[src/design/occupancy_grid_ray_update_unit_assert.svh]
// Assertion helpers shared by the grid update unit.
// Both forms sample on the rising clock edge and stay quiet while reset is high.
`ifndef OCCUPANCY_GRID_RAY_UPDATE_UNIT_ASSERT_SVH
`define OCCUPANCY_GRID_RAY_UPDATE_UNIT_ASSERT_SVH
`ifndef SYNTHESIS
`define OGRU_ASSERT_IMPL(lbl, clk, rst, ante, cons) \
  lbl: assert property (@(posedge clk) disable iff (rst) (ante) |-> (cons)) \
    else $error("same-cycle implication violated");
`define OGRU_ASSERT_NEXT(lbl, clk, rst, ante, cons) \
  lbl: assert property (@(posedge clk) disable iff (rst) (ante) |=> (cons)) \
    else $error("next-cycle implication violated");
`else
`define OGRU_ASSERT_IMPL(lbl, clk, rst, ante, cons)
`define OGRU_ASSERT_NEXT(lbl, clk, rst, ante, cons)
`endif
`endif

[src/design/ogru_queue.sv]
`default_nettype none

module ogru_queue #(
  parameter int WIDTH = 8,
  parameter int DEPTH = 2,
  localparam int PTR_W = (DEPTH > 1) ? $clog2(DEPTH) : 1,
  localparam int CNT_W = $clog2(DEPTH + 1)
) (
  input  logic             clk,
  input  logic             rst,
  input  logic             push,
  input  logic [WIDTH-1:0] push_data,
  output logic             full,
  input  logic             pop,
  output logic [WIDTH-1:0] pop_data,
  output logic             empty
);

  logic [WIDTH-1:0] slots [DEPTH];
  logic [PTR_W-1:0] wr_ptr;
  logic [PTR_W-1:0] rd_ptr;
  logic [CNT_W-1:0] fill;

  localparam logic [PTR_W-1:0] LAST_PTR = PTR_W'(DEPTH - 1);

  assign full     = (fill == CNT_W'(DEPTH));
  assign empty    = (fill == '0);
  assign pop_data = slots[rd_ptr];

  always_ff @(posedge clk) begin
    if (rst) begin
      wr_ptr <= '0;
      rd_ptr <= '0;
      fill   <= '0;
    end else begin
      if (push) begin
        slots[wr_ptr] <= push_data;
        wr_ptr        <= (wr_ptr == LAST_PTR) ? '0 : wr_ptr + 1'b1;
      end
      if (pop) begin
        rd_ptr <= (rd_ptr == LAST_PTR) ? '0 : rd_ptr + 1'b1;
      end
      if (push && !pop) begin
        fill <= fill + 1'b1;
      end else if (pop && !push) begin
        fill <= fill - 1'b1;
      end
    end
  end

endmodule

`default_nettype wire

[config.mk]
export PLATFORM = sky130hd
export DESIGN_NAME = ogru_queue
export DESIGN_NICKNAME = d
export VERILOG_FILES = /design/src/design/occupancy_grid_ray_update_unit_assert.svh /design/src/design/ogru_queue.sv
export SDC_FILE = /design/constraint.sdc
export NUM_CORES = 1
export LEC_CHECK = 0
export ABC_AREA = 1
export BUFFER_PORTS_ARGS = -buffer_cell sky130_fd_sc_hd__buf_2
export CORE_ASPECT_RATIO = 1.5
export CORE_MARGIN = 3
export CORE_UTILIZATION = 30
export DETAILED_ROUTE_END_ITERATION = 7
export GPL_TIMING_DRIVEN = 0
export PLACE_DENSITY_LB_ADDON = 0.12
export SYNTH_ARGS = -nofsm -noshare
export SYNTH_HDL_FRONTEND = slang
export SYNTH_SLANG_ARGS = --single-unit
export TNS_END_PERCENT = 1
[constraint.sdc]
create_clock -name clk -period 2.3 [get_ports clk]
set_clock_uncertainty 0.2 [all_clocks]
set_input_delay 0.23 -clock clk [delete_from_list [all_inputs] [get_ports clk]]
set_output_delay 0.23 -clock clk [all_outputs]
set_load 0.1 [all_outputs]
== Yosys cells after proc, flatten, opt, wreduce, memory -nomap -nowiden ==
Memories as Yosys holds them, arrays and structs flattened. A register that Yosys moved wholly into a read port is not among the register bits.
Index checks and enable logic that the tools add are counted.

* $add $sub $neg: 4
* Multiply operators: 0
* Divide/modulo/power cells: 0
* $lt $le $gt $ge: 0
* Equality and inequality tests: 1
* Shift-type cells: 0
* Multiplexer cells: 9
* Bitwise operators: 0
* Reduce and logical (&&, ||, !) cells: 6

{| class="wikitable"
|+ Operators with widths
! kind !! number
|-
| two-way mux 1 bit || 7
|-
| two-way mux 2 bit || 2
|-
| adder 1 bit (second input constant) || 2
|-
| adder 2 x 1 -> 2 bit (second input constant) || 1
|-
| == test 2 bit (second input constant) || 1
|-
| logical AND 1 bit || 2
|-
| zero test 1 bit || 2
|-
| zero test 2 bit || 1
|-
| nonzero test 2 bit || 1
|-
| subtractor 2 x 1 -> 2 bit (second input constant) || 1
|}

* Register bits: 4
* Latch bits: 0
* Memory bits (writable): 16
* Bits in read-only memories: 0
* Bits of input ports: 12
* Memories kept: 1

{| class="wikitable"
|+ Memories
! name !! depth !! width !! read ports !! clocked after memory_dff !! wr ports !! line !! text
|-
| slots || 2 || 8 || 1 || 1 || 1 || ogru_queue.sv:19 || <nowiki>logic [WIDTH-1:0] slots [DEPTH];</nowiki>
|}

== Depth between registers and ports, before layout ==
* Depth after elaboration: 4
* Mapped depth: 8

== Worst setup path after synthesis ==
OpenSTA, ideal clock, no wires.

* Path kind: register to output
* Start point: register fill[1]
* End point: output port full
* Data arrival time: 1.631 ns
* Path slack: 0.239 ns
* Cell stages (with the launch flop): 3
* Path buffers: 0
* Cell sequence: dfxtp_1 -> inv_1 -> nor2_1

* Cells in the longest elaborated chain, start to end: 1

{| class="wikitable"
|+ RTL lines
! item !! line !! text
|-
| from (decl) || ogru_queue.sv:22 || <nowiki>logic [CNT_W-1:0] fill;</nowiki>
|-
| from (signal assigned) || ogru_queue.sv:44 || <nowiki>fill <= fill + 1'b1;</nowiki>
|-
| from (signal assigned) || ogru_queue.sv:46 || <nowiki>fill <= fill - 1'b1;</nowiki>
|-
| == test 2 bit || ogru_queue.sv:26 || <nowiki>assign full = (fill == CNT_W'(DEPTH));</nowiki>
|-
| to (decl) || ogru_queue.sv:13 || <nowiki>output logic full,</nowiki>
|}

Every way passes these cells.

== Final worst setup path ==
* Start point: input port rst
* End point: memory slots[1][4], enable pin

* Cells in the longest elaborated chain, start to end: 2

{| class="wikitable"
|+ RTL lines
! item !! line !! text
|-
| from (decl) || ogru_queue.sv:10 || <nowiki>input logic rst,</nowiki>
|-
| two-way mux 1 bit || ogru_queue.sv:31 || <nowiki>if (rst) begin</nowiki>
|-
| two-way mux 1 bit (not written as such) || ogru_queue.sv:37 || <nowiki>slots[wr_ptr] <= push_data;</nowiki>
|-
| to (decl) || ogru_queue.sv:19 ||
|}

Every way passes these cells.

==> impl_metrics.yaml <==
floorplanning:
  core_um2: 2530
  initial_core_util: 0.322
  rows: 22
  die_y_um: 69.9
  pin_count: 22
  die_area_um2: 3390
  die_x_um: 48.6
grt:
  overflow: 0
  antenna_found_initial: 0
  grt_use_total: 0.0906
  grt_max_degree: 13
  grt_pass1_wl_um: 2370
  grt_pass1_vias: 581
critical_path:
  worstReg2RegEnd: "slots[1][4]"
  required_ns: 2.02
  crit_path_start_kind: "primary input"
  r2r_slack_ns: 0.43
  path_max_fanout: 8
  arrival_ns: 1.83
  reg2regPathDepth: 2
  worstSetupPathType: "in -> reg"
  end_kind: "flip-flop"
  r2r-start: "wr_ptr"
placement:
  port_buffers: 21
  place_congestion: 0.636
  dp_hpwl_um: 879
layout:
  areaGrowthSynthToFinish_pct: 32.8
  most-common-layout-cells: "21 x buf_2, 16 x edfxtp_1, 9 x dlygate4sd3_1, 8 x inv_1, 8 x mux2_2"
  antenna_cells: 0
  drive_gt1_frac: 0.387
  fin_nets: 107
  final_common_cell: "buf_2"
route:
  drt-total-wl_um: 1310
  vias_per_cell: 4.11
  dr.pass1.iters: 4
  antenna_left: 0
  drtIter0Drc: 13
  vias: 530
  route.detailed.wl_per_inst_um: 10.2
  drc: 0
clocking:
  cts_buffer_depth: 2
  post_cts_resize_count: 0
  cts-root-buf: "clkbuf_4"
  cts.reportedPaths.clkPinSlew_ns: 0.11
  clock-sinks: 21
  htree_levels: 1
  numCtsBuffers: 3
  cts_tree: "done"
  clkLatencyLatePin_ns: 0.29
hold_path:
  whs_path_depth: 3
  hold_path.startpoint: "pop"
  hp-class: "in -> reg"
logic_synthesis:
  synth-main-ff-cell: "edfxtp_1"
  syn_inst: 59
  synth.net_count: 72
  async_reset_ff_frac: 0
  synth-seq-cells: 21
  syn_avg_cell_area_um2: 13.8
  synth_edf_count: 16
  seq_area_frac_synth: 0.712
  yosysWarnings: 0
  synthDistinctLibCells: 16
  netlist_area_um2: 816
timing:
  hold_violations: 0
  tns_ns: 0
  setup_viol: 0
  rsz0062_at_grt: "false"
  worst_slew_pin_slew_ns: 1.12
  max-slew-margin-rel: 0.246
  drv_slew: 0
  fin_crit_sh: 0.916
  period_needed_ns: 2.11
  timing.hold.ws_ns: 0.00598
  fmax_ghz: 0.475
power:
  p_leak_nw: 0.446
  ir_worst_vdd_v: 0.000483
  power_density_nw_per_um2: 766
job:
  max_cap_violations: 0
status:
  status: "complete, no violations"
==> cell type report <==
cell class | count | area, um^2
multi-input combinational | 28 | 190
sequential | 21 | 581
fill | 268 | 1450
clock inverter | 1 | 5.00
buffer | 1 | 11.3
tap | 36 | 45.0
timing repair buffer | 30 | 195
inverter | 9 | 33.8
clock buffer | 3 | 22.5
==> kinds of logic after synthesis <==
logic type      count (synthesis)  share of synthesized area
compound gates                  3                     0.0184
xor+xnor                        1                     0.0107
fa+ha+maj                       1                     0.0153
buf+inv                        10                     0.0552
flops                          21                      0.712
mux                             8                      0.110
simple gates                   15                     0.0782
==> state kept, by name (all words and copies together) (netlist names), named ones only <==
signal	cells
wr_ptr	1
rd_ptr	1
slots	16
fill	2
==> critical path, cell delays in order <==
cell and delay [ns]:
dlygate4sd3_1 0.53, buf_2 0.16, nor3_1 0.91
==> stage by stage <==
step           setup WS, ns  utilization  power [W]  area [um^2]  cells
2_1_floorplan         0.239            -   0.000622          816     59
3_3_place_gp          0.317        0.381   0.000657          966    116
3_5_place_dp          0.355        0.381   0.000659          966    116
4_1_cts               0.129        0.428   0.000838         1080    129
5_1_grt              0.0699        0.428   0.000868         1080    129
6_report              0.193        0.428   0.000830         1080    129
==> Yosys cell counts, types with 2 or more instances <==
master,instances,area share
inv_1,8,0.037
mux2_2,8,0.11
nor2_1,6,0.028
nand2_1,5,0.023
dfxtp_1,5,0.12
edfxtp_1,16,0.59
a21oi_1,2,0.012
==> power breakdown <==
part | total (W) | switching [W] | internal (W) | leakage, nW
logic | 0.000226 | 0.000170 | 0.0000559 | 0.240
clock network | 0.000169 | 0.000105 | 0.0000647 | 0.0177
registers | 0.000435 | 0.00000754 | 0.000427 | 0.189
==> routing by layer <==
layer  share of wire  GRT usage  wire, um  vias to the layer above
met4          0.0099     0.0475        13                        0
met3           0.041     0.0235        54                        2
met1            0.40     0.0887       526                      245
met5               0          0         0                        -
li1                -          -         -                      268
met2            0.55      0.170       719                       15
==> how the worst max path moves through the flow <==
stage | slack [ns] | to | start | depth (start not counted)
4_1_cts | 0.13 | slots[1][4] | rst | 3
2_1_floorplan | 0.24 | full | fill[1] | 2
6_report | 0.19 | slots[1][4] | rst | 3
3_3_place_gp | 0.32 | slots[1][2] | rst | 2
5_1_grt | 0.07 | slots[1][4] | rst | 3
3_5_place_dp | 0.35 | slots[1][4] | rst | 2
==> timing repair <==
| action | CTS | global route |
|---|---|---|
| hold endpoints to repair | 19 | 0 |
| hold buffers | 9 | 0 |
| setup buffers | 0 | 0 |
No activity file was read; power rests on OpenSTA's default activity.
