### src/design/occupancy_grid_ray_update_unit_assert.svh
// Assertion helpers shared by the grid update unit.
// Both forms sample on the rising clock edge and stay quiet while reset is high.
`ifndef OCCUPANCY_GRID_RAY_UPDATE_UNIT_ASSERT_SVH
`define OCCUPANCY_GRID_RAY_UPDATE_UNIT_ASSERT_SVH
`ifndef SYNTHESIS
`define OGRU_ASSERT_IMPL(lbl, clk, rst, ante, cons) \
  lbl: assert property (@(posedge clk) disable iff (rst) (ante) |-> (cons)) \
    else $error("same-cycle implication violated");
`define OGRU_ASSERT_NEXT(lbl, clk, rst, ante, cons) \
  lbl: assert property (@(posedge clk) disable iff (rst) (ante) |=> (cons)) \
    else $error("next-cycle implication violated");
`else
`define OGRU_ASSERT_IMPL(lbl, clk, rst, ante, cons)
`define OGRU_ASSERT_NEXT(lbl, clk, rst, ante, cons)
`endif
`endif

### src/design/ogru_pkg.sv
`default_nettype none

package ogru_pkg;

  localparam int VAL_W       = 16;
  localparam int CNT_W       = 10;
  localparam int OP_W        = 2;
  localparam int STATUS_W    = 2;
  localparam int CFG_IDX_W   = 2;
  localparam int QUEUE_DEPTH = 2;

  // Request kinds on the input channel
  localparam logic REQ_RAY  = 1'b0;
  localparam logic REQ_READ = 1'b1;

  // Work kinds passed from front to back
  typedef logic [OP_W-1:0] op_t;
  localparam op_t OP_RAY    = 2'd0;
  localparam op_t OP_READ   = 2'd1;
  localparam op_t OP_REJECT = 2'd2;

  typedef logic [STATUS_W-1:0] status_t;
  localparam status_t ST_DONE       = 2'd0;
  localparam status_t ST_START_OUT  = 2'd1;
  localparam status_t ST_TARGET_OUT = 2'd2;

  typedef logic [CFG_IDX_W-1:0] cfg_idx_t;
  localparam cfg_idx_t CFG_FREE_INC    = 2'd0;
  localparam cfg_idx_t CFG_OCC_INC     = 2'd1;
  localparam cfg_idx_t CFG_LOWER_CLAMP = 2'd2;
  localparam cfg_idx_t CFG_UPPER_CLAMP = 2'd3;

  localparam logic signed [VAL_W-1:0] FREE_INC_RST    = -16'sd102;
  localparam logic signed [VAL_W-1:0] OCC_INC_RST     = 16'sd218;
  localparam logic signed [VAL_W-1:0] LOWER_CLAMP_RST = -16'sd1280;
  localparam logic signed [VAL_W-1:0] UPPER_CLAMP_RST = 16'sd1280;

  localparam logic [CNT_W-1:0] CNT_MAX = '1;

  typedef struct packed {
    logic signed [VAL_W-1:0] free_inc;
    logic signed [VAL_W-1:0] occ_inc;
    logic signed [VAL_W-1:0] lower_clamp;
    logic signed [VAL_W-1:0] upper_clamp;
  } cfg_t;

endpackage

`default_nettype wire

### src/design/ogru_if.sv
`default_nettype none

interface ogru_req_if;
  import ogru_pkg::*;
  logic                    valid;
  logic                    ready;
  logic                    req_type;
  logic signed [VAL_W-1:0] start_row;
  logic signed [VAL_W-1:0] start_col;
  logic signed [VAL_W-1:0] target_row;
  logic signed [VAL_W-1:0] target_col;

  modport source (output valid, req_type, start_row, start_col, target_row, target_col,
                  input ready);
  modport sink (input valid, req_type, start_row, start_col, target_row, target_col,
                output ready);
endinterface


`default_nettype wire

### src/design/ogru_front.sv
`default_nettype none

module ogru_front #(
  parameter int GRID_WIDTH = 256,
  parameter int GRID_HEIGHT = 256,
  localparam int ROW_W = $clog2(GRID_HEIGHT),
  localparam int COL_W = $clog2(GRID_WIDTH),
  localparam int ADDR_W = $clog2(GRID_WIDTH * GRID_HEIGHT),
  localparam int ENTRY_W = ogru_pkg::OP_W + ogru_pkg::STATUS_W + ADDR_W
                           + 2 * ROW_W + 2 * COL_W
) (
  ogru_req_if.sink            req,
  input  logic                clear_busy,
  input  logic                q_full,
  output logic                q_push,
  output logic [ENTRY_W-1:0]  q_data
);

  import ogru_pkg::*;

  typedef struct packed {
    op_t              op;
    status_t          status;
    logic [ADDR_W-1:0] addr;
    logic [ROW_W-1:0] r0;
    logic [COL_W-1:0] c0;
    logic [ROW_W-1:0] r1;
    logic [COL_W-1:0] c1;
  } entry_t;

  logic             start_ok;
  logic             target_ok;
  logic [ROW_W-1:0] base_row;
  logic [COL_W-1:0] base_col;
  entry_t           ent;

  assign req.ready = !clear_busy && !q_full;
  assign q_push    = req.valid && req.ready;
  assign q_data    = ent;

  always_comb begin
    start_ok  = !req.start_row[VAL_W-1] && (req.start_row < VAL_W'(GRID_HEIGHT))
             && !req.start_col[VAL_W-1] && (req.start_col < VAL_W'(GRID_WIDTH));
    target_ok = !req.target_row[VAL_W-1] && (req.target_row < VAL_W'(GRID_HEIGHT))
             && !req.target_col[VAL_W-1] && (req.target_col < VAL_W'(GRID_WIDTH));

    // Reads address the target cell, rays start their walk at the start cell
    if (req.req_type == REQ_READ) begin
      base_row = req.target_row[ROW_W-1:0];
      base_col = req.target_col[COL_W-1:0];
    end else begin
      base_row = req.start_row[ROW_W-1:0];
      base_col = req.start_col[COL_W-1:0];
    end

    ent.addr   = ADDR_W'(ADDR_W'(base_row) * ADDR_W'(GRID_WIDTH)) + ADDR_W'(base_col);
    ent.r0     = req.start_row[ROW_W-1:0];
    ent.c0     = req.start_col[COL_W-1:0];
    ent.r1     = req.target_row[ROW_W-1:0];
    ent.c1     = req.target_col[COL_W-1:0];
    ent.status = ST_DONE;
    ent.op     = OP_RAY;

    if (req.req_type == REQ_READ) begin
      if (target_ok) begin
        ent.op = OP_READ;
      end else begin
        ent.op     = OP_REJECT;
        ent.status = ST_TARGET_OUT;
      end
    end else if (!start_ok) begin
      ent.op     = OP_REJECT;
      ent.status = ST_START_OUT;
    end else if (!target_ok) begin
      ent.op     = OP_REJECT;
      ent.status = ST_TARGET_OUT;
    end
  end

endmodule

`default_nettype wire

### src/flat_wrapper.sv
// flat-port wrapper written by rule: the top's interface ports become plain ports
module ogru_front_flat import ogru_pkg::*;
#(
  parameter int GRID_WIDTH = 256,
  parameter int GRID_HEIGHT = 256,
  localparam int ROW_W = $clog2(GRID_HEIGHT),
  localparam int COL_W = $clog2(GRID_WIDTH),
  localparam int ADDR_W = $clog2(GRID_WIDTH * GRID_HEIGHT),
  localparam int ENTRY_W = ogru_pkg::OP_W + ogru_pkg::STATUS_W + ADDR_W
                           + 2 * ROW_W + 2 * COL_W
)
  (clear_busy, q_full, q_push, q_data, req_valid, req_req_type, req_start_row, req_start_col, req_target_row, req_target_col, req_ready);
  ogru_req_if req_i ();
  input  logic clear_busy;
  input  logic q_full;
  output logic q_push;
  output logic [ENTRY_W-1:0] q_data;
  input wire logic [$bits(req_i.valid)-1:0] req_valid;
  input wire logic [$bits(req_i.req_type)-1:0] req_req_type;
  input wire logic [$bits(req_i.start_row)-1:0] req_start_row;
  input wire logic [$bits(req_i.start_col)-1:0] req_start_col;
  input wire logic [$bits(req_i.target_row)-1:0] req_target_row;
  input wire logic [$bits(req_i.target_col)-1:0] req_target_col;
  output wire logic [$bits(req_i.ready)-1:0] req_ready;
  assign req_i.valid = req_valid;
  assign req_i.req_type = req_req_type;
  assign req_i.start_row = req_start_row;
  assign req_i.start_col = req_start_col;
  assign req_i.target_row = req_target_row;
  assign req_i.target_col = req_target_col;
  assign req_ready = req_i.ready;
  ogru_front #(.GRID_WIDTH(GRID_WIDTH), .GRID_HEIGHT(GRID_HEIGHT)) u_core (.req(req_i), .clear_busy(clear_busy), .q_full(q_full), .q_push(q_push), .q_data(q_data));
endmodule
### config.mk
export PLATFORM = sky130hd
export DESIGN_NAME = ogru_front_flat
export DESIGN_NICKNAME = d
export VERILOG_FILES = /design/src/design/occupancy_grid_ray_update_unit_assert.svh /design/src/design/ogru_pkg.sv /design/src/design/ogru_if.sv /design/src/design/ogru_front.sv /design/src/flat_wrapper.sv
export SDC_FILE = /design/constraint.sdc
export NUM_CORES = 1
export LEC_CHECK = 0
export BUFFER_PORTS_ARGS = -buffer_cell sky130_fd_sc_hd__buf_2
export CAP_MARGIN = 40
export CORE_MARGIN = 3
export CORE_UTILIZATION = 28
export DETAILED_ROUTE_END_ITERATION = 8
export GPL_ROUTABILITY_DRIVEN = 0
export PLACE_DENSITY = 0.9
export SLEW_MARGIN = 20
export SYNTH_ARGS = -nofsm -noshare
export SYNTH_HDL_FRONTEND = slang
export SYNTH_SLANG_ARGS = --single-unit
### constraint.sdc
create_clock -name vclk -period 2.3
set_input_delay 0.115 -clock vclk [all_inputs]
set_output_delay 0.115 -clock vclk [all_outputs]
set_load 0.01 [all_outputs]
-- Yosys cells after proc, flatten, opt, wreduce, memory -nomap -nowiden
Cells that the tools add are included.
- $add $sub $neg: 1
- $lt $le $gt $ge: 4
- multiplexer cells: 7
- reduce and logical (&&, ||, !) cells: 14
- operators with widths (operator ; count):
    16-bit by 10-bit < comparator with 1-bit output (second input constant) ; 4
    16-bit by 8-bit adder with 16-bit output ; 1
    8-bit 2-to-1 mux ; 2
    4-bit 2-to-1 mux ; 3
    1-bit logical AND ; 8
    1-bit zero test ; 6
    2-bit 2-to-1 mux ; 2
- bits in registers: 0
- output and inout bits: 54
- logic and storage cells: 26

-- Logic depth before layout (Yosys ltp)
Gate-level depths: netlist of the first run.
- word-level depth: 7
- gate-level depth with buffers: 4

-- Worst setup path after synthesis of the first run
No wires, ideal clock.
- path kind: input-to-output
- start point: in req_start_row[12]
- end point: out q_data[49]
- data arrival time: 0.889 ns
- setup slack: 1.296 ns
- stages: 3
- path buffers: 0
- cell sequence: nor4_2 > a41oi_2 > a41oi_1
- cells in the longest elaborated chain, start to end: 6
- RTL lines (element ; line ; source):
    from (decl) ; flat_wrapper.sv:20 ; input wire logic [$bits(req_i.start_row)-1:0] req_start_row;
    16-bit by 10-bit < comparator with 1-bit output ; ogru_front.sv:42 ; start_ok = !req.start_row[VAL_W-1] && (req.start_row < VAL_W'(GRID_HEIGHT))
    1-bit logical AND ; ogru_front.sv:42 ;
    1-bit logical AND (2 in a row) ; ogru_front.sv:43 ; && !req.start_col[VAL_W-1] && (req.start_col < VAL_W'(GRID_WIDTH));
    4-bit 2-to-1 mux ; ogru_front.sv:71 ; end else if (!start_ok) begin
    4-bit 2-to-1 mux ; ogru_front.sv:64 ; if (req.req_type == REQ_READ) begin
    to (decl) ; flat_wrapper.sv:17 ; output logic [ENTRY_W-1:0] q_data;
Every way passes these cells.

-- Worst setup path in the final report of the first run
- start point: in req_target_row[14]
- end point: out q_data[51]
- cells in the longest elaborated chain, start to end: 7
- RTL lines (element ; line ; source):
    from (decl) ; flat_wrapper.sv:22 ; input wire logic [$bits(req_i.target_row)-1:0] req_target_row;
    16-bit by 10-bit < comparator with 1-bit output (*) ; ogru_front.sv:44 ; target_ok = !req.target_row[VAL_W-1] && (req.target_row < VAL_W'(GRID_HEIGHT))
    1-bit logical AND (*) ; ogru_front.sv:44 ;
    1-bit logical AND (*) (2 in a row) ; ogru_front.sv:45 ; && !req.target_col[VAL_W-1] && (req.target_col < VAL_W'(GRID_WIDTH));
    4-bit 2-to-1 mux ; ogru_front.sv:74 ; end else if (!target_ok) begin
    4-bit 2-to-1 mux ; ogru_front.sv:71 ;
    4-bit 2-to-1 mux (*) ; ogru_front.sv:64 ;
Every way passes the cells marked *; elsewhere a longest branch is shown, timed or not.

==> summary by stage, run 1 <==
Worst setup path
Among the stages of the critical path, the cell type that occurs most often is buf_2. The signal on the critical path passes through buf_2, nor4_2, nand4_1, or2_1, buf_2. On the critical path, the stage with the largest delay is an instance of nor4_2. STA puts the critical path data required time at 2.18 ns. The biggest fanout along the worst timing path is 2. The category of the worst setup path launch point is an input port.

The delay of the slowest cell on the worst path is 0.32 ns. The worst setup path is of the in2out kind. STA puts the critical path data arrival time at 1.07 ns.

The element type at the critical path end is an output port.

Run status
The flow ran to the end, and the final reports show no timing, DRC or antenna violations.

Floorplan
For this configuration, the core starts out at a cell density of 0.303. After floorplanning, the core was divided into 16 placement rows. Pin placement for this block handled 122 I/O pins. In this run the vertical extent of the chip is 52.5 µm. The die covers 0.00276 mm². From left edge to right edge, the die measures 52.5 µm. The core region is 0.00200 mm².

Timing
Setup violations remaining at the end of the flow were counted as 0. For the pin with the worst max-slew slack, the measured transition is 0.395 ns. Setup total negative slack on the finished layout was measured at 0 ns. Hold is met by 0.428 ns. The final critical-path required period is 1.18 ns. The share of the clock period used by the worst path is 0.514. The number of failing hold endpoints at the final stage came to 0. The number of max-slew violations in the final report is 0. In this run the tightest slew margin relative to its limit is 0.737.

Static timing analysis puts the maximum clock frequency at 846 MHz. Setup repair after global routing left no endpoint under its margin.

Cells and area
The layout net count is 224. Relative to the synthesized area, the layout overhead comes to 64.7%. The number of standard cells in the final layout excluding fillers is 181. The number of flip-flops and latches is 0. Leaving out fill and tap cells, the most frequent cell in the layout is buf_2.

The filler cell count is 202. The layout has 0 clock buffers. In the final layout, the multi-input gates occupy 349 µm². In the final layout, the share of cells above drive strength 1 is 0.955. The antenna diode count is 0. The utilization after layout is 0.498. In the layout the commonest cells are buf_2 (122), mux2_2 (16), nor4_2 (6), nor2_1 (2), nor4_4 (2). Across the whole layout, storage elements account for 0 µm².

Pwr
The largest vdd supply drop is 0.0000882 V. The power per cell area is 192 mW/mm². The analysis attributes to cell leakage a power of 0.572 nW.

The total chip power is 0.191 mW.

Global routing
Entering global routing, the biggest net connects 19 pins. The via count of the first global-routing pass came to 703. The global-route wire length before repair is 2770 µm. The final global-route overflow total is 0. The number of antenna violations at the first check in global routing was 0. The global-route total usage across every layer is 0.126.

Hold path
The destination of the worst hold path is q_data[19]. The worst hold path begins at req_start_col[3]. The class of the tightest hold or removal check is in2out. The number of instances on the worst hold path is 2.

Drt
The total number of vias is 795. For this block, the routed nets add up to 2140 µm of wire. In the routed design, unresolved DRC markers number 0. The count of nets left with antenna violations once routing finished came out at 0.

After detailed routing, the average wire length per cell comes to 11.8 µm. In the routed layout, each cell is associated on average with a via count of 4.39. In this run, the number of DRC markers left after iteration 0 of detailed routing was 2.

For this run, the detailed router's first-pass iteration total came to 2.

Logic synthesis
The count of warnings emitted by yosys is 0. The total nets after synthesis is 134. The cell accounting for the most synthesized area is buf_4. In this run the cell area of the synthesized design comes to 606 µm². The number of distinct library cell variants in the gate-level netlist after synthesis is 12. Of the synthesized area, sequential elements account for 0. After synthesis, the cell types taking the most area are buf_4 (41%), mux2_2 (30%), nor4_2 (12%). The proportion of netlist area held by the largest area contributor is 0.409. Synthesis handed over a netlist of 66 instances.

After synthesis, the mean cell area works out to 9.18 µm².

Clock network
The post-CTS resize count is 0. The count of buffers added by post-CTS timing repair for setup is 0. The count of hold buffers inserted by post-cts repair is 0.

Place
The number of buffers added on ports is 122. The sum of net half-perimeters after detailed placement is 2050 µm. The number of placed instances, taps included, is 181.

Flow run
The reported max-cap violation count is 0.
-- cell type report --
type	count	area share
Inverter	1	0.00376
Timing Repair Buffer	122	0.612
Tap cell	27	0.0339
Multi-Input combinational cell	31	0.350
-- where the power goes --
| part | switching (mW) | internal (mW) |
|---|---|---|
| combinational | 0.0893 | 0.102 |
| sequential | 0 | 0 |
| clock | 0 | 0 |
| total | 0.0893 | 0.102 |
-- how the worst max path moves through the flow --
| stage | from | to | slack (ns) |
|---|---|---|---|
| finish | req_target_row[14] | q_data[51] | 1.12 |
| global route | req_start_row[12] | q_data[49] | 1.00 |
| detailed placement | req_start_row[14] | q_data[51] | 1.11 |
| global placement | req_target_row[14] | q_data[51] | 1.14 |
| floorplan | req_start_row[12] | q_data[49] | 1.30 |
| CTS | req_target_row[14] | q_data[51] | 1.11 |
-- synthesized netlist by cell type (all sizes together) --
cell	number
nor4	8
or2	1
inv	1
nor2	2
nand4	1
mux2	16
and2	1
buf	34
a41oi	2
-- cell families (layout without fill, tap and decap cells) --
logic type	Yosys count	after routing	synth area share
buf+inv	35	123	0.424
mux	16	16	0.298
simple gates	13	13	0.238
compound gates	2	2	0.0413
-- per-layer routing --
layer / routed length [µm] / global-route usage / vias up
met5: 0 / 0 / -
met4: 10 / 0.0170 / 0
met1: 600 / 0.116 / 344
met2: 1210 / 0.277 / 65
met3: 314 / 0.0228 / 2
li1: - / - / 384
-- worst max-delay path, delay by kind of cell --
kind	cells	cell delay, ns
buffers and inverters	2	0.24
and+or+nand+nor	3	0.71
-- per-stage QoR --
step | instance area [µm²] | worst slack (ns)
after global placement | 997 | 1.14
after global routing | 997 | 1.00
after detailed placement | 997 | 1.11
final | 997 | 1.12
after floorplan | 606 | 1.30
after CTS | 997 | 1.11
Note: power is estimated with default switching activity, not from simulation.
==> run 2: changes to the inputs <==
--- a/config.mk
+++ b/config.mk
@@ -8,10 +8,10 @@
 export BUFFER_PORTS_ARGS = -buffer_cell sky130_fd_sc_hd__buf_2
 export CAP_MARGIN = 40
 export CORE_MARGIN = 3
-export CORE_UTILIZATION = 28
+export CORE_UTILIZATION = 24
 export DETAILED_ROUTE_END_ITERATION = 8
 export GPL_ROUTABILITY_DRIVEN = 0
-export PLACE_DENSITY = 0.9
+export PLACE_DENSITY = 0.82
 export SLEW_MARGIN = 20
 export SYNTH_ARGS = -nofsm -noshare
 export SYNTH_HDL_FRONTEND = slang
==> constraint.sdc (replaced) <==
create_clock -name vclk -period 0.95
set_input_delay 0.0475 -clock vclk [all_inputs]
set_output_delay 0.0475 -clock vclk [all_outputs]
set_load 0.01 [all_outputs]
==> summary by stage, run 2 (synthesized netlist as in run 1, its figures left out) <==
Worst setup path
The biggest fanout along the worst timing path is 2 (unchanged). The kind of cell adding the most delay to the critical path is simple AND/OR/NAND/NOR gates (unchanged). The element type at the critical path end is an output port (unchanged). The highest-delay cell along the critical path is nor4_4 (was nor4_2). Sequence of cells on the critical path: buf_2, nor4_4, nand4_1, or2_1, buf_2 (was buf_2, nor4_2, nand4_1, or2_1, buf_2). The delay of the slowest cell on the worst path is 0.34 ns (was 0.32 ns).

The kind of critical path is in2out (unchanged). The buffers plus inverters on the worst setup path was 2 (unchanged). The category of the worst setup path launch point is an input port (unchanged). The data arrival time at the worst-slack endpoint came to 1.06 ns (was 1.07 ns). The cell repeated most along the worst path was buf_2 (unchanged).

The endpoint required time on the critical path is 0.90 ns (was 2.18 ns).

Global routing
The final global-route overflow total came to 0 (unchanged). The pin count of the biggest net entering global routing came to 19 (unchanged). The via count of the first global-routing pass came to 816 (was 703). The global-route total usage across every layer is 0.129 (was 0.126). The number of antenna violations at the first check in global routing is 0 (unchanged). The global-route wire length before repair is 3480 µm (was 2770 µm).

Drt
The total number of vias was 835 (was 795). The wire length on met3 is 317 µm (was 314 µm). The wire length reported by the detailed router was 2490 µm (was 2140 µm).

The number of nets still failing antenna checks after routing was 0 (unchanged). The met1 routed wirelength after detailed routing is 730 µm (was 600 µm). The wire length on met2 is 1430 µm (was 1210 µm). The number of DRC violations after detailed routing was 0 (unchanged). The average routed wire per standard cell is 13.5 µm (was 11.8 µm).

The via density per instance was 4.51 (was 4.39). The highest metal layer used by the detailed router is met4 (unchanged). The DRC violation total after the first TritonRoute iteration is 13 (was 2). The first-pass detailed-route iteration total is 2 (unchanged).

Cells and area
The number of flip-flops and latches is 0 (unchanged). The antenna diode count is 0 (unchanged). The share of layout cells above drive strength 1 is 0.962 (was 0.955). The filler cell count is 234 (was 202). The synthesis-to-finish area growth was 87.8% (was 64.7%).

The leading cell type in the layout, fill and taps excluded is buf_2 (unchanged). Top library cells by usage in the layout, fill and taps aside: buf_2 (115), mux2_2 (16), nor4_4 (8), buf_6 (7) (was buf_2 (122), mux2_2 (16), nor4_2 (6), nor2_1 (2), nor4_4 (2)). The area taken by flip-flops and latches is 0 µm² (unchanged). The layout net count came to 227 (was 224). The utilization after layout is 0.495 (was 0.498).

The clock buffer count in the final layout is 0 (unchanged).

Floorplan
The chip width is 56.2 µm (was 52.5 µm). The number of rows created at floorplan came to 17 (was 16). The top-level port count is 122 (unchanged). The area enclosed by the die boundary is 0.00316 mm² (was 0.00276 mm²). The total core area is 0.00230 mm² (was 0.00200 mm²). The initial cell density of the core is 0.264 (was 0.303). The vertical die dimension was 56.2 µm (was 52.5 µm).

Pwr
The largest vdd supply drop is 0.000238 V (was 0.0000882 V). The power per cell area is 464 mW/mm² (was 192 mW/mm²). The total chip power is 0.528 mW (was 0.191 mW). The leakage dissipation came to 0.616 nW (was 0.572 nW).

Run status
The checks that failed: setup timing. Result of the run: finished with violations (was completed).

Timing
The number of max-slew violations in the final report is 0 (unchanged). For the finished layout, the period the worst path requires is 1.11 ns. The number of endpoints failing setup at the final stage is 3 (was 0). The worst slew slack as a fraction of its limit is 0.809 (was 0.737).

Setup repair after global routing missed its margin: yes (was no). The share of the clock period used by the worst path is 1.17. The number of failing hold endpoints at the final stage is 0 (unchanged). The actual transition at the worst max-transition pin came to 0.284 ns (was 0.395 ns). Derived from the worst setup path, the maximum achievable clock frequency is 901 MHz. The post-layout worst setup margin is -0.159 ns (was 1.12 ns).

Place
The minimum setup slack after placement is -0.105 ns (was 1.11 ns). The sum of net half-perimeters after detailed placement is 2040 µm (was 2050 µm). The number of buffers added on ports is 122 (unchanged).

Hold path
The class of the tightest hold or removal check is in2out (unchanged).

Flow run
The reported max-cap violation count is 0 (unchanged).

Clock network
The count of hold buffers inserted by post-cts repair was 0 (unchanged).
run 2: cell count changes in the layout (fill, tap and decap cells not counted):
cell     change
nor4_2       -6
buf_4        +2
buf_2        -7
a41oi_2      +1
buf_6        +7
buf_12       +1
a41oi_1      -1
nor4_4       +6
run 2: report_power, final:
group          total, mW  leakage, nW  switching, mW  internal (mW)
Clock                  0            0              0              0
Sequential             0            0              0              0
Combinational      0.528        0.616          0.243          0.285
run 2: worst paths after layout:
path,start,endpoint,slack [ns],cells past startpoint
worst min-delay path,req_target_row[1],q_data[9],0.29,2
worst max-delay path,req_target_col[13],q_data[51],-0.16,5
run 2: per-layer routing:
metal	vias up	global-route usage
met4	0	0.0102
met5	-	0
met1	374	0.125
met3	2	0.0302
met2	68	0.274
li1	391	-
run 2: final cells by class:
cell class / count / area [µm²] / area share
well taps: 28 / 35.0 / 0.0308
inverters: 1 / 3.75 / 0.00330
multi-input cells: 31 / 409 / 0.360
repair buffers: 125 / 689 / 0.606
run 2: metrics by stage:
step	instances	setup TNS [ns]	hold WS [ns]	area, µm²
final	185	-0.236	0.291	1140
after global routing	185	-0.442	0.300	1140
after CTS	184	-0.151	0.292	1080
after detailed placement	183	-0.201	0.292	1020
after global placement	183	-0.125	0.291	1020
after floorplan	66	0	0.142	606
run 2: repair_timing:
action,in CTS,in global routing
setup endpoints to repair,2,4
pin swaps,6,5
hold endpoints to repair,0,0
gates resized for setup,8,6
buffers inserted,1,1
