`src/design/occupancy_grid_ray_update_unit_assert.svh`:
```
// Assertion helpers shared by the grid update unit.
// Both forms sample on the rising clock edge and stay quiet while reset is high.
`ifndef OCCUPANCY_GRID_RAY_UPDATE_UNIT_ASSERT_SVH
`define OCCUPANCY_GRID_RAY_UPDATE_UNIT_ASSERT_SVH
`ifndef SYNTHESIS
`define OGRU_ASSERT_IMPL(lbl, clk, rst, ante, cons) \
  lbl: assert property (@(posedge clk) disable iff (rst) (ante) |-> (cons)) \
    else $error("same-cycle implication violated");
`define OGRU_ASSERT_NEXT(lbl, clk, rst, ante, cons) \
  lbl: assert property (@(posedge clk) disable iff (rst) (ante) |=> (cons)) \
    else $error("next-cycle implication violated");
`else
`define OGRU_ASSERT_IMPL(lbl, clk, rst, ante, cons)
`define OGRU_ASSERT_NEXT(lbl, clk, rst, ante, cons)
`endif
`endif

```
`src/design/ogru_pkg.sv`:
```
`default_nettype none

package ogru_pkg;

  localparam int VAL_W       = 16;
  localparam int CNT_W       = 10;
  localparam int OP_W        = 2;
  localparam int STATUS_W    = 2;
  localparam int CFG_IDX_W   = 2;
  localparam int QUEUE_DEPTH = 2;

  // Request kinds on the input channel
  localparam logic REQ_RAY  = 1'b0;
  localparam logic REQ_READ = 1'b1;

  // Work kinds passed from front to back
  typedef logic [OP_W-1:0] op_t;
  localparam op_t OP_RAY    = 2'd0;
  localparam op_t OP_READ   = 2'd1;
  localparam op_t OP_REJECT = 2'd2;

  typedef logic [STATUS_W-1:0] status_t;
  localparam status_t ST_DONE       = 2'd0;
  localparam status_t ST_START_OUT  = 2'd1;
  localparam status_t ST_TARGET_OUT = 2'd2;

  typedef logic [CFG_IDX_W-1:0] cfg_idx_t;
  localparam cfg_idx_t CFG_FREE_INC    = 2'd0;
  localparam cfg_idx_t CFG_OCC_INC     = 2'd1;
  localparam cfg_idx_t CFG_LOWER_CLAMP = 2'd2;
  localparam cfg_idx_t CFG_UPPER_CLAMP = 2'd3;

  localparam logic signed [VAL_W-1:0] FREE_INC_RST    = -16'sd102;
  localparam logic signed [VAL_W-1:0] OCC_INC_RST     = 16'sd218;
  localparam logic signed [VAL_W-1:0] LOWER_CLAMP_RST = -16'sd1280;
  localparam logic signed [VAL_W-1:0] UPPER_CLAMP_RST = 16'sd1280;

  localparam logic [CNT_W-1:0] CNT_MAX = '1;

  typedef struct packed {
    logic signed [VAL_W-1:0] free_inc;
    logic signed [VAL_W-1:0] occ_inc;
    logic signed [VAL_W-1:0] lower_clamp;
    logic signed [VAL_W-1:0] upper_clamp;
  } cfg_t;

endpackage

`default_nettype wire

```
`src/design/ogru_if.sv`:
```
`default_nettype none


interface ogru_rsp_if;
  import ogru_pkg::*;
  logic                    valid;
  logic                    ready;
  logic [STATUS_W-1:0]     status;
  logic signed [VAL_W-1:0] cell_value;
  logic [CNT_W-1:0]        cells_updated;

  modport source (output valid, status, cell_value, cells_updated, input ready);
  modport sink (input valid, status, cell_value, cells_updated, output ready);
endinterface

`default_nettype wire

```
`src/design/ogru_back.sv`:
```
`default_nettype none
`include "occupancy_grid_ray_update_unit_assert.svh"

module ogru_back #(
  parameter int GRID_WIDTH = 256,
  parameter int GRID_HEIGHT = 256,
  localparam int ROW_W = $clog2(GRID_HEIGHT),
  localparam int COL_W = $clog2(GRID_WIDTH),
  localparam int ADDR_W = $clog2(GRID_WIDTH * GRID_HEIGHT),
  localparam int ENTRY_W = ogru_pkg::OP_W + ogru_pkg::STATUS_W + ADDR_W
                           + 2 * ROW_W + 2 * COL_W
) (
  input  logic                          clk,
  input  logic                          rst,
  input  ogru_pkg::cfg_t                cfg,
  input  logic                          q_empty,
  input  logic [ENTRY_W-1:0]            q_data,
  output logic                          q_pop,
  output logic                          clear_busy,
  output logic                          ram_wr_en,
  output logic [ADDR_W-1:0]             ram_wr_addr,
  output logic [ogru_pkg::VAL_W-1:0]    ram_wr_data,
  output logic                          ram_rd_en,
  output logic [ADDR_W-1:0]             ram_rd_addr,
  input  logic [ogru_pkg::VAL_W-1:0]    ram_rd_data,
  ogru_rsp_if.source                    rsp
);

  import ogru_pkg::*;

  localparam int DW    = (ROW_W > COL_W) ? ROW_W : COL_W;
  localparam int EW    = DW + 3;
  localparam int SUM_W = VAL_W + 2;

  localparam logic [ADDR_W-1:0] LAST_ADDR = ADDR_W'(GRID_WIDTH * GRID_HEIGHT - 1);
  localparam logic [ADDR_W-1:0] ROW_STEP  = ADDR_W'(GRID_WIDTH);

  localparam logic [2:0] S_CLEAR = 3'd0;
  localparam logic [2:0] S_IDLE  = 3'd1;
  localparam logic [2:0] S_READ  = 3'd2;
  localparam logic [2:0] S_WALK  = 3'd3;
  localparam logic [2:0] S_PUSH  = 3'd4;

  typedef struct packed {
    op_t               op;
    status_t           status;
    logic [ADDR_W-1:0] addr;
    logic [ROW_W-1:0]  r0;
    logic [COL_W-1:0]  c0;
    logic [ROW_W-1:0]  r1;
    logic [COL_W-1:0]  c1;
  } entry_t;

  function automatic logic signed [SUM_W-1:0] ext(input logic signed [VAL_W-1:0] x);
    return {{(SUM_W - VAL_W){x[VAL_W-1]}}, x};
  endfunction

  function automatic logic signed [VAL_W-1:0] sat(input logic signed [SUM_W-1:0] v);
    if ((&v[SUM_W-1:VAL_W-1]) || !(|v[SUM_W-1:VAL_W-1])) begin
      return v[VAL_W-1:0];
    end else if (v[SUM_W-1]) begin
      return {1'b1, {(VAL_W - 1){1'b0}}};
    end else begin
      return {1'b0, {(VAL_W - 1){1'b1}}};
    end
  endfunction

  logic [2:0]              state;
  logic [ADDR_W-1:0]       clr_addr;
  logic [ADDR_W-1:0]       addr_q;
  logic [ROW_W-1:0]        r_cur;
  logic [COL_W-1:0]        c_cur;
  logic [ROW_W-1:0]        r_end;
  logic [COL_W-1:0]        c_end;
  logic signed [EW-1:0]    dr_q;
  logic signed [EW-1:0]    dc_q;
  logic signed [EW-1:0]    err_q;
  logic                    r_neg;
  logic                    c_neg;
  logic [CNT_W-1:0]        cnt;
  status_t                 res_status;
  logic signed [VAL_W-1:0] res_value;
  logic [CNT_W-1:0]        res_count;
  logic                    out_valid;
  status_t                 out_status;
  logic signed [VAL_W-1:0] out_value;
  logic [CNT_W-1:0]        out_count;

  entry_t                  ent;
  logic                    at_last;
  logic                    out_load;
  logic signed [VAL_W-1:0] cell_old;
  logic signed [SUM_W-1:0] free_sum;
  logic signed [SUM_W-1:0] hit_sum;
  logic signed [VAL_W-1:0] free_val;
  logic signed [VAL_W-1:0] hit_val;
  logic signed [EW-1:0]    e2;
  logic                    step_r;
  logic                    step_c;
  logic signed [EW-1:0]    err_next;
  logic [ADDR_W-1:0]       addr_row;
  logic [ADDR_W-1:0]       addr_next;
  logic [CNT_W-1:0]        cnt_inc;
  logic [ROW_W-1:0]        dr_u;
  logic [COL_W-1:0]        dc_u;

  assign ent        = entry_t'(q_data);
  assign q_pop      = (state == S_IDLE) && !q_empty;
  assign clear_busy = (state == S_CLEAR);
  assign at_last    = (r_cur == r_end) && (c_cur == c_end);
  assign cell_old   = $signed(ram_rd_data);
  assign out_load   = (state == S_PUSH) && (!out_valid || rsp.ready);

  assign rsp.valid         = out_valid;
  assign rsp.status        = out_status;
  assign rsp.cell_value    = out_value;
  assign rsp.cells_updated = out_count;

  always_comb begin
    free_sum = ext(cell_old) + ext(cfg.free_inc);
    if (free_sum < ext(cfg.lower_clamp)) begin
      free_sum = ext(cfg.lower_clamp);
    end
    free_val = sat(free_sum);

    hit_sum = ext(cell_old) + ext(cfg.occ_inc);
    if (hit_sum > ext(cfg.upper_clamp)) begin
      hit_sum = ext(cfg.upper_clamp);
    end
    hit_val = sat(hit_sum);

    e2       = err_q <<< 1;
    step_r   = (e2 > -dc_q);
    step_c   = (e2 < dr_q);
    err_next = err_q - (step_r ? dc_q : '0) + (step_c ? dr_q : '0);

    addr_row = addr_q;
    if (step_r) begin
      addr_row = r_neg ? addr_q - ROW_STEP : addr_q + ROW_STEP;
    end
    addr_next = addr_row;
    if (step_c) begin
      addr_next = c_neg ? addr_row - 1'b1 : addr_row + 1'b1;
    end

    cnt_inc = (cnt == CNT_MAX) ? cnt : cnt + 1'b1;

    dr_u = (ent.r1 > ent.r0) ? ent.r1 - ent.r0 : ent.r0 - ent.r1;
    dc_u = (ent.c1 > ent.c0) ? ent.c1 - ent.c0 : ent.c0 - ent.c1;
  end

  // One read-modify-write per cycle: the word read last cycle is written back
  // while the next cell on the line is read.
  always_comb begin
    ram_wr_en   = (state == S_CLEAR) || (state == S_WALK);
    ram_wr_addr = (state == S_CLEAR) ? clr_addr : addr_q;
    ram_wr_data = (state == S_CLEAR) ? '0 : (at_last ? hit_val : free_val);
    ram_rd_en   = q_pop || ((state == S_WALK) && !at_last);
    ram_rd_addr = (state == S_WALK) ? addr_next : ent.addr;
  end

  always_ff @(posedge clk) begin
    if (rst) begin
      state     <= S_CLEAR;
      clr_addr  <= '0;
      out_valid <= 1'b0;
    end else begin
      if (out_load) begin
        out_valid <= 1'b1;
      end else if (rsp.ready) begin
        out_valid <= 1'b0;
      end
      case (state)
        S_CLEAR: begin
          clr_addr <= clr_addr + 1'b1;
          if (clr_addr == LAST_ADDR) begin
            state <= S_IDLE;
          end
        end
        S_IDLE: begin
          if (!q_empty) begin
            case (ent.op)
              OP_RAY: begin
                addr_q <= ent.addr;
                r_cur  <= ent.r0;
                c_cur  <= ent.c0;
                r_end  <= ent.r1;
                c_end  <= ent.c1;
                dr_q   <= $signed(EW'(dr_u));
                dc_q   <= $signed(EW'(dc_u));
                err_q  <= $signed(EW'(dr_u)) - $signed(EW'(dc_u));
                r_neg  <= !(ent.r0 < ent.r1);
                c_neg  <= !(ent.c0 < ent.c1);
                cnt    <= '0;
                state  <= S_WALK;
              end
              OP_READ: begin
                state <= S_READ;
              end
              default: begin
                res_status <= ent.status;
                res_value  <= '0;
                res_count  <= '0;
                state      <= S_PUSH;
              end
            endcase
          end
        end
        S_READ: begin
          res_status <= ST_DONE;
          res_value  <= cell_old;
          res_count  <= '0;
          state      <= S_PUSH;
        end
        S_WALK: begin
          if (at_last) begin
            res_status <= ST_DONE;
            res_value  <= hit_val;
            res_count  <= cnt_inc;
            state      <= S_PUSH;
          end else begin
            cnt    <= cnt_inc;
            err_q  <= err_next;
            addr_q <= addr_next;
            if (step_r) begin
              r_cur <= r_neg ? r_cur - 1'b1 : r_cur + 1'b1;
            end
            if (step_c) begin
              c_cur <= c_neg ? c_cur - 1'b1 : c_cur + 1'b1;
            end
          end
        end
        S_PUSH: begin
          if (out_load) begin
            out_status <= res_status;
            out_value  <= res_value;
            out_count  <= res_count;
            state      <= S_IDLE;
          end
        end
        default: begin
          state <= S_IDLE;
        end
      endcase
    end
  end

  `OGRU_ASSERT_IMPL(a_walk_in_map, clk, rst, state == S_WALK, ({1'b0, r_cur} < (ROW_W + 1)'(GRID_HEIGHT)) && ({1'b0, c_cur} < (COL_W + 1)'(GRID_WIDTH)))
  `OGRU_ASSERT_NEXT(a_hit_then_push, clk, rst, (state == S_WALK) && at_last, state == S_PUSH)
  `OGRU_ASSERT_IMPL(a_no_result_in_clear, clk, rst, state == S_CLEAR, !out_valid && q_empty)

endmodule

`default_nettype wire

```
`src/flat_wrapper.sv`:
```
// flat-port wrapper written by rule: the top's interface ports become plain ports
module ogru_back_flat import ogru_pkg::*;
#(
  parameter int GRID_WIDTH = 256,
  parameter int GRID_HEIGHT = 256,
  localparam int ROW_W = $clog2(GRID_HEIGHT),
  localparam int COL_W = $clog2(GRID_WIDTH),
  localparam int ADDR_W = $clog2(GRID_WIDTH * GRID_HEIGHT),
  localparam int ENTRY_W = ogru_pkg::OP_W + ogru_pkg::STATUS_W + ADDR_W
                           + 2 * ROW_W + 2 * COL_W
)
  (clk, rst, cfg, q_empty, q_data, q_pop, clear_busy, ram_wr_en, ram_wr_addr, ram_wr_data, ram_rd_en, ram_rd_addr, ram_rd_data, rsp_valid, rsp_status, rsp_cell_value, rsp_cells_updated, rsp_ready);
  ogru_rsp_if rsp_i ();
  input  logic clk;
  input  logic rst;
  input  ogru_pkg::cfg_t cfg;
  input  logic q_empty;
  input  logic [ENTRY_W-1:0] q_data;
  output logic q_pop;
  output logic clear_busy;
  output logic ram_wr_en;
  output logic [ADDR_W-1:0] ram_wr_addr;
  output logic [ogru_pkg::VAL_W-1:0] ram_wr_data;
  output logic ram_rd_en;
  output logic [ADDR_W-1:0] ram_rd_addr;
  input  logic [ogru_pkg::VAL_W-1:0] ram_rd_data;
  output wire logic [$bits(rsp_i.valid)-1:0] rsp_valid;
  output wire logic [$bits(rsp_i.status)-1:0] rsp_status;
  output wire logic [$bits(rsp_i.cell_value)-1:0] rsp_cell_value;
  output wire logic [$bits(rsp_i.cells_updated)-1:0] rsp_cells_updated;
  input wire logic [$bits(rsp_i.ready)-1:0] rsp_ready;
  assign rsp_valid = rsp_i.valid;
  assign rsp_status = rsp_i.status;
  assign rsp_cell_value = rsp_i.cell_value;
  assign rsp_cells_updated = rsp_i.cells_updated;
  assign rsp_i.ready = rsp_ready;
  ogru_back #(.GRID_WIDTH(GRID_WIDTH), .GRID_HEIGHT(GRID_HEIGHT)) u_core (.clk(clk), .rst(rst), .cfg(cfg), .q_empty(q_empty), .q_data(q_data), .q_pop(q_pop), .clear_busy(clear_busy), .ram_wr_en(ram_wr_en), .ram_wr_addr(ram_wr_addr), .ram_wr_data(ram_wr_data), .ram_rd_en(ram_rd_en), .ram_rd_addr(ram_rd_addr), .ram_rd_data(ram_rd_data), .rsp(rsp_i));
endmodule
```
`config.mk`:
```
export PLATFORM = sky130hd
export DESIGN_NAME = ogru_back_flat
export DESIGN_NICKNAME = d
export VERILOG_FILES = /design/src/design/ogru_pkg.sv /design/src/design/ogru_if.sv /design/src/design/ogru_back.sv /design/src/flat_wrapper.sv
export VERILOG_INCLUDE_DIRS = /design/src /design/src/design
export SDC_FILE = /design/constraint.sdc
export NUM_CORES = 1
export LEC_CHECK = 0
export ABC_AREA = 0
export BUFFER_PORTS_ARGS = -buffer_cell sky130_fd_sc_hd__clkbuf_2
export CAP_MARGIN = 20
export CELL_PAD_IN_SITES_DETAIL_PLACEMENT = 1
export CELL_PAD_IN_SITES_GLOBAL_PLACEMENT = 2
export CORE_MARGIN = 1.5
export CORE_UTILIZATION = 33
export CTS_CLUSTER_DIAMETER = 100
export CTS_CLUSTER_SIZE = 16
export DETAILED_ROUTE_END_ITERATION = 10
export GPL_TIMING_DRIVEN = 0
export PLACE_DENSITY_LB_ADDON = 0.1
export SYNTH_ARGS = -nofsm -noshare
export SYNTH_HDL_FRONTEND = slang
export SYNTH_SLANG_ARGS = --single-unit
export TNS_END_PERCENT = 1
```
`constraint.sdc`:
```
create_clock -name clk -period 4.7 [get_ports clk]
set_input_delay 0.235 -clock clk [delete_from_list [all_inputs] [get_ports clk]]
set_output_delay 0.235 -clock clk [all_outputs]
set_load 0.005 [all_outputs]
```
Yosys cells after proc, flatten, opt, wreduce, memory -nomap -nowiden:

Index checks and enable logic that the tools add are counted.

* bits in writable memories: 0
* memories: 0
* word-level logic and storage cells: 164
* register bits: 163
* latch bits: 0
* memory bits (read-only): 0
* input port bits: 136
* output and inout port bits: 81

* divide/modulo/power cells: 0
* equality and inequality tests: 18
* shift-type cells: 0
* $lt $le $gt $ge: 8
* mux-type cells: 63
* $mul: 0
* $add $sub $neg: 20
* bitwise operators: 2
* reductions and logical operators: 33

Operators with widths (count)
* two-way mux 16 bit: 18
* two-way mux 8 bit: 14
* two-way mux 10 bit: 7
* case mux 16 bit (3 select lines): 1
* two-way mux 18 bit: 2
* adder 16 x 16 -> 17 bit: 2
* two-way mux 11 bit: 3
* adder 16 x 1 -> 16 bit (second input constant): 2
* case mux 16 bit (2 select lines): 1
* case mux 8 bit (2 select lines): 2
* subtractor 8 bit: 4
* case mux 10 bit (3 select lines): 1
* case mux 11 bit (2 select lines): 1
* case mux 10 bit (2 select lines): 1
* > comparator 17 x 16 -> 1 bit: 1
* < comparator 17 x 16 -> 1 bit: 1
* adder 16 x 9 -> 16 bit (second input constant): 1
* adder 8 x 1 -> 8 bit (second input constant): 2
* equality test 16 bit (second input constant): 1
* equality test 8 bit: 2
* > comparator 8 bit: 2
* < comparator 8 bit: 2
* subtractor 16 x 1 -> 16 bit (second input constant): 1
* subtractor 16 x 9 -> 16 bit (second input constant): 1
* other kinds (35): 71

Depth between registers and ports, before layout:

* depth after elaboration: 9
* gate-level depth with buffers: 26
* gate-level depth less buffers: 26

Worst setup path before layout:

No wires, ideal clock.

* path type: register to register
* from: register u_core.dc_q[4]
* to: register u_core.err_q[9], data pin
* period minus slack after synthesis: 5107 ps
* buffers on the path: 0
* setup slack: -407 ps
* data arrival time: 4840 ps
* stages on the path, launching flop included: 23
* library setup time: 267 ps
* data required time: 4433 ps
* cell sequence: edfxtp_1 -> or4_1 -> or4_1 -> xnor2_1 -> ha_1 -> nor2_1 -> o21ai_1 -> o221ai_1 -> nor4b_4 -> o31ai_4 -> and3_1 -> fa_1 -> inv_1 -> ha_1 -> a21o_1 -> a21oi_1 -> o21ai_0 -> a21oi_1 -> o21bai_1 -> a31o_2 -> a21oi_1 -> xnor2_1 -> o21ai_0

* longest elaborated chain between the ends: 7

Ends and longest elaborated chain
* from (decl): RTL line ogru_back.sv:76 `logic signed [EW-1:0] dc_q;`
* from (signal assigned): RTL line ogru_back.sv:190 `dc_q <= $signed(EW'(dc_u));`
* negator 8 -> 11 bit: RTL line ogru_back.sv:133 `step_r = (e2 > -dc_q);`
* > comparator 11 bit: RTL line ogru_back.sv:133
* two-way mux 8 bit (*): RTL line ogru_back.sv:135 `err_next = err_q - (step_r ? dc_q : '0) + (step_c ? dr_q : '0);`
* subtractor 11 bit (*): RTL line ogru_back.sv:135
* adder 11 bit (*): RTL line ogru_back.sv:135
* two-way mux 11 bit (*): RTL line ogru_back.sv:216 `if (at_last) begin`
* case mux 11 bit (2 select lines) (*): RTL line ogru_back.sv:173 `case (state)`
* to (signal assigned): RTL line ogru_back.sv:191 `err_q <= $signed(EW'(dr_u)) - $signed(EW'(dc_u));`
* to (signal assigned): RTL line ogru_back.sv:223 `err_q <= err_next;`
* to (decl): RTL line ogru_back.sv:77 `logic signed [EW-1:0] err_q;`

Mark *: on every way between the ends. The rest lies on a longest branch, timed or not. The select of a mux whose other input is x is not followed.
A chain may end at the register's enable or synchronous reset.

Worst setup path in the final report:

* from: register u_core.dc_q[2]
* to: output ram_rd_addr[15]

* longest elaborated chain between the ends: 7
* elaborated cells on any way between the ends: 8
* classes of those cells: 3 x add/sub; 1 x order compare; 4 x mux

Ends and longest elaborated chain
* negator 8 -> 11 bit (*): RTL line ogru_back.sv:133
* > comparator 11 bit (*): RTL line ogru_back.sv:133
* two-way mux 16 bit (*): RTL line ogru_back.sv:138 `if (step_r) begin`
* adder 16 x 1 -> 16 bit or subtractor 16 x 1 -> 16 bit (tied branches): RTL line ogru_back.sv:143 `addr_next = c_neg ? addr_row - 1'b1 : addr_row + 1'b1;`
* two-way mux 16 bit: RTL line ogru_back.sv:143
* two-way mux 16 bit (*): RTL line ogru_back.sv:142 `if (step_c) begin`
* two-way mux 16 bit (*): RTL line ogru_back.sv:159 `ram_rd_addr = (state == S_WALK) ? addr_next : ent.addr;`
* to (decl): RTL line flat_wrapper.sv:25 `output logic [ADDR_W-1:0] ram_rd_addr;`

Mark *: on every way between the ends. The rest lies on a longest branch, timed or not.

==> results.py <==
metrics = {
    "clock_network": {
        "cts_max_path_buffers": 2,
        "cts_sinks": 162,
        "cts.root.buffer_cell": "clkbuf_16",
        "worstSkewPairLatency_ns": 0.46,
        "cts_buffers": 17,
        "cts_tree": "yes",
        "clk_pin_slew_ns": 0.07,
        "h-tree-depth": 4,
    },
    "pwr": {
        "vdd_ir_drop_max_mv": 0.2680,
        "cellPowerDensity_nw_per_um2": 252.2,
        "fin_total_pwr_mw": 4.319,
        "leakagePower_nw": 7.587,
    },
    "critical_path": {
        "crit_chain": "or4_4 -> buf_6 -> nor2_4 -> xor2_1 -> ha_1 -> nand4_1 -> a211oi_2 -> o221ai_2 -> nor4b_4 -> o31ai_4 -> and2_4 -> mux2_2 -> ha_4 -> nand2_2 -> a2111oi_4 -> o31ai_2 -> nand3_1 -> or3b_1 -> xnor2_2 -> o21ai_2 -> buf_2",
        "timing_worst_setup_path_type": "register to output pin",
        "crit_buf_inv": 2,
        "worst-endpoint-arrival_ns": 5.45,
        "path_delay_family": "simple AND/OR/NAND/NOR gates",
        "cp_slowest_stage_delay_ns": 0.57,
        "critical-path-slowest-cell": "or4_4",
        "critPathLaunchType": "register",
        "cp_data_required_time_ns": 4.47,
        "timing.critical_path.to_type": "output pin",
        "critical_path.max_fanout": 8,
    },
    "final_layout": {
        "finalCoreUtilization_pct": 40.73,
        "syn_to_final_growth_pct": 21.70,
        "fin_nets": 2092,
        "layout.cells.non_filler": 2326,
        "final_cell_area_sq_um": 17120,
        "final_layout_size_suffix_gt1_share_pct": 23.79,
    },
    "logic_synthesis": {
        "synth-edff-count": 142,
        "syn-instance-count": 1496,
        "postSynthRegisterBits": 162,
        "yosys_warnings": 0,
        "yosysTopAreaCellShare_pct": 30.30,
        "yosys.area.top_type": "edfxtp_1",
        "syn-mean-instance-area_sq_um": 9.406,
        "synthDistinctLibCells": 93,
        "mappedNetlistArea_sq_um": 14070,
        "ys.flop_type": "edfxtp_1",
        "synth.net_count": 1819,
        "postSynth.asyncResetShare_pct": 0,
        "yosysSeqAreaShare_pct": 33.15,
        "netlist_top_cells_area": "edfxtp_1 30%, ha_1 15%, inv_1 4.2%, xnor2_1 4.2%, a21oi_1 3.7%",
    },
    "timing": {
        "timing.fmax_ghz": 0.1760,
        "final_period_minus_worst_setup_slack_ns": 5.681,
        "worst_pin_slew_ns": 0.9213,
        "worst_max_slew_margin_expressed_relative_to_the_limit_pct": 38.58,
        "final_critical_path_setup_slack_ns": -0.9810,
        "report.final.setup_viol": 33,
        "finalMaxSlewViolations": 0,
        "hold_viol": 0,
        "fin_hold_ws_ns": 0.01743,
        "fin_crit_sh_pct": 120.9,
        "tns_ns": -13.07,
        "setup_repair_after_global_routing_missed_its_margin": "true",
        "clock-skew-final_ns": 0.01603,
    },
    "outcome": {
        "outcome": "complete, but fails checks",
        "violations": "setup timing",
    },
    "drt": {
        "routed-wl-met3_mm": 1.443,
        "dr_total_vias": 12040,
        "dr_wl_met2_mm": 23.13,
        "met1_length_mm": 22.77,
        "totalWireLength_mm": 48.23,
        "highest_metal_used": "met4",
        "dr.pass1.iters": 4,
        "ant_nets": 0,
        "avgRoutedWirePerCell_um": 20.74,
        "drc": 0,
        "via_cell_ratio": 5.176,
        "drtIter0Drc": 508,
    },
    "die": {
        "die_width_um": 209.5,
        "boundaryPins": 217,
        "start_util_pct": 33.47,
        "design.die.area_sq_um": 43890,
        "fp.dieH_um": 209.5,
        "placeableCoreArea_sq_um": 42040,
        "fp-row-count": 75,
    },
    "placed_design": {
        "gpl.final_weighted_congestion": 0.8749,
        "dp_cells": 2263,
        "placement.io_buffers": 216,
        "dpl.hpwl_mm": 39.34,
        "detailed_place.area_sq_um": 16000,
        "dp_worst_setup_slack_ns": -1.131,
    },
    "global_route": {
        "globalRoute.totalOverflow": 0,
        "number_of_global_route_vias_before_repair": 12640,
        "grt_max_degree": 37,
        "grt_antenna_before_repair": 4,
        "grt_pass1_wl_mm": 73.91,
        "groute.usage.overall_pct": 22.12,
    },
    "min_path": {
        "min-delay-path-class": "input pin to register",
    },
    "job": {
        "max-cap-violations": 0,
    },
}
[synthesized netlist by cell type (6+ instances only)]
cell type and instances:
and2_1 6, o21bai_1 17, xnor2_1 67, nand3_1 27
mux2i_1 20, nor2b_1 18, dfxtp_1 20, o21ai_2 8
a22o_1 18, nor3_1 16, nor4_1 10, o31ai_1 6
inv_1 159, a211oi_1 19, mux2_2 20, clkbuf_1 22
a21oi_1 105, a21o_1 24, nand2b_1 21, ha_1 168
nor2_1 114, o21a_1 11, o21ai_0 94, edfxtp_1 142
fa_1 19, or3_1 8, nand2_1 100, o2bb2ai_2 10
xor2_1 59, and3_1 15, nand4_1 21, o21ai_1 20
[area by class of cell]
type,instances,area [sq um]
tap,539,674.4
clock inverter,14,118.9
sequential,162,4664
timing repair buffer,255,1439
fill,4871,24920
inverter,160,600.6
buffer,35,176.4
antenna,5,12.51
multi-input combinational,1138,9009
clock buffer,18,429.2
[sequential cells by signal, indices dropped and copies added, names as in the netlist, 2 cells and up]
name                      count
u_core.addr_q                16
u_core.c_cur                  8
u_core.c_end                  8
u_core.clr_addr              16
u_core.cnt                   10
u_core.dc_q                   8
u_core.dr_q                   8
u_core.err_q                 10
u_core.r_cur                  8
u_core.r_end                  8
u_core.res_count             10
u_core.res_status             2
u_core.res_value             16
u_core.rsp.cell_value        16
u_core.rsp.cells_updated     10
u_core.rsp.status             2
u_core.state                  3
[cell families (layout without fill, tap and decap cells)]
kind of cell             after synthesis  after routing  synth area share (%)
buffers and inverters                196            482                 5.566
flip-flops                           162            162                 33.15
XOR/XNOR                             126            126                 7.843
adder cells (fa/ha/maj)              187            187                 17.64
AO/OA/AOI/OAI                        386            386                 18.29
AND/OR/NAND/NOR                      393            393                 13.98
other                                  0              5                     0
multiplexers                          46             46                 3.530
[per-layer routing]
layer	GRT usage (%)	up-vias
met4	6.450	0
met2	37.63	179
met1	29.18	5912
met5	0	-
li1	-	5911
met3	3.127	38
[path summary, 6_finish.rpt]
path	depth (start not counted)	slack, ns	endpoint	from
setup / recovery	21	-0.98	ram_rd_addr[15]	u_core.dc_q[2]
hold / removal	1	0.02	u_core.c_end[4]	q_data[4]
setup reg to reg	23	-0.69	u_core.err_q[9]	u_core.dc_q[2]
hold reg to reg	0	0.42	u_core.rsp.cells_updated[3]	u_core.res_count[3]
[placed cells by master (no fill, tap or decap), drive strengths merged, types with 21 or more instances in the layout]
cell / instances
nand2b: 21
nand4: 22
a21o: 24
o21ai: 122
ha: 168
nand2: 101
inv: 167
xor2: 59
nor2: 118
mux2: 26
a21oi: 105
buf: 50
xnor2: 67
clkbuf: 254
edfxtp: 142
nand3: 28
[what timing repair did]
item / CTS / global route
buffers inserted: 13 / 8
hold buffers: 4 / 0
pin swaps: 21 / 18
endpoints found under the hold margin: 4 / 0
resized for setup: 49 / 26
setup endpoints to repair: 49 / 46
[power breakdown]
| part | switching, mW | total [mW] | internal (mW) |
|---|---|---|---|
| clock network | 0.682 | 1.37 | 0.691 |
| logic | 0.829 | 1.36 | 0.528 |
| registers | 0.00310 | 1.59 | 1.59 |
No activity file was read; power rests on OpenSTA's default activity.
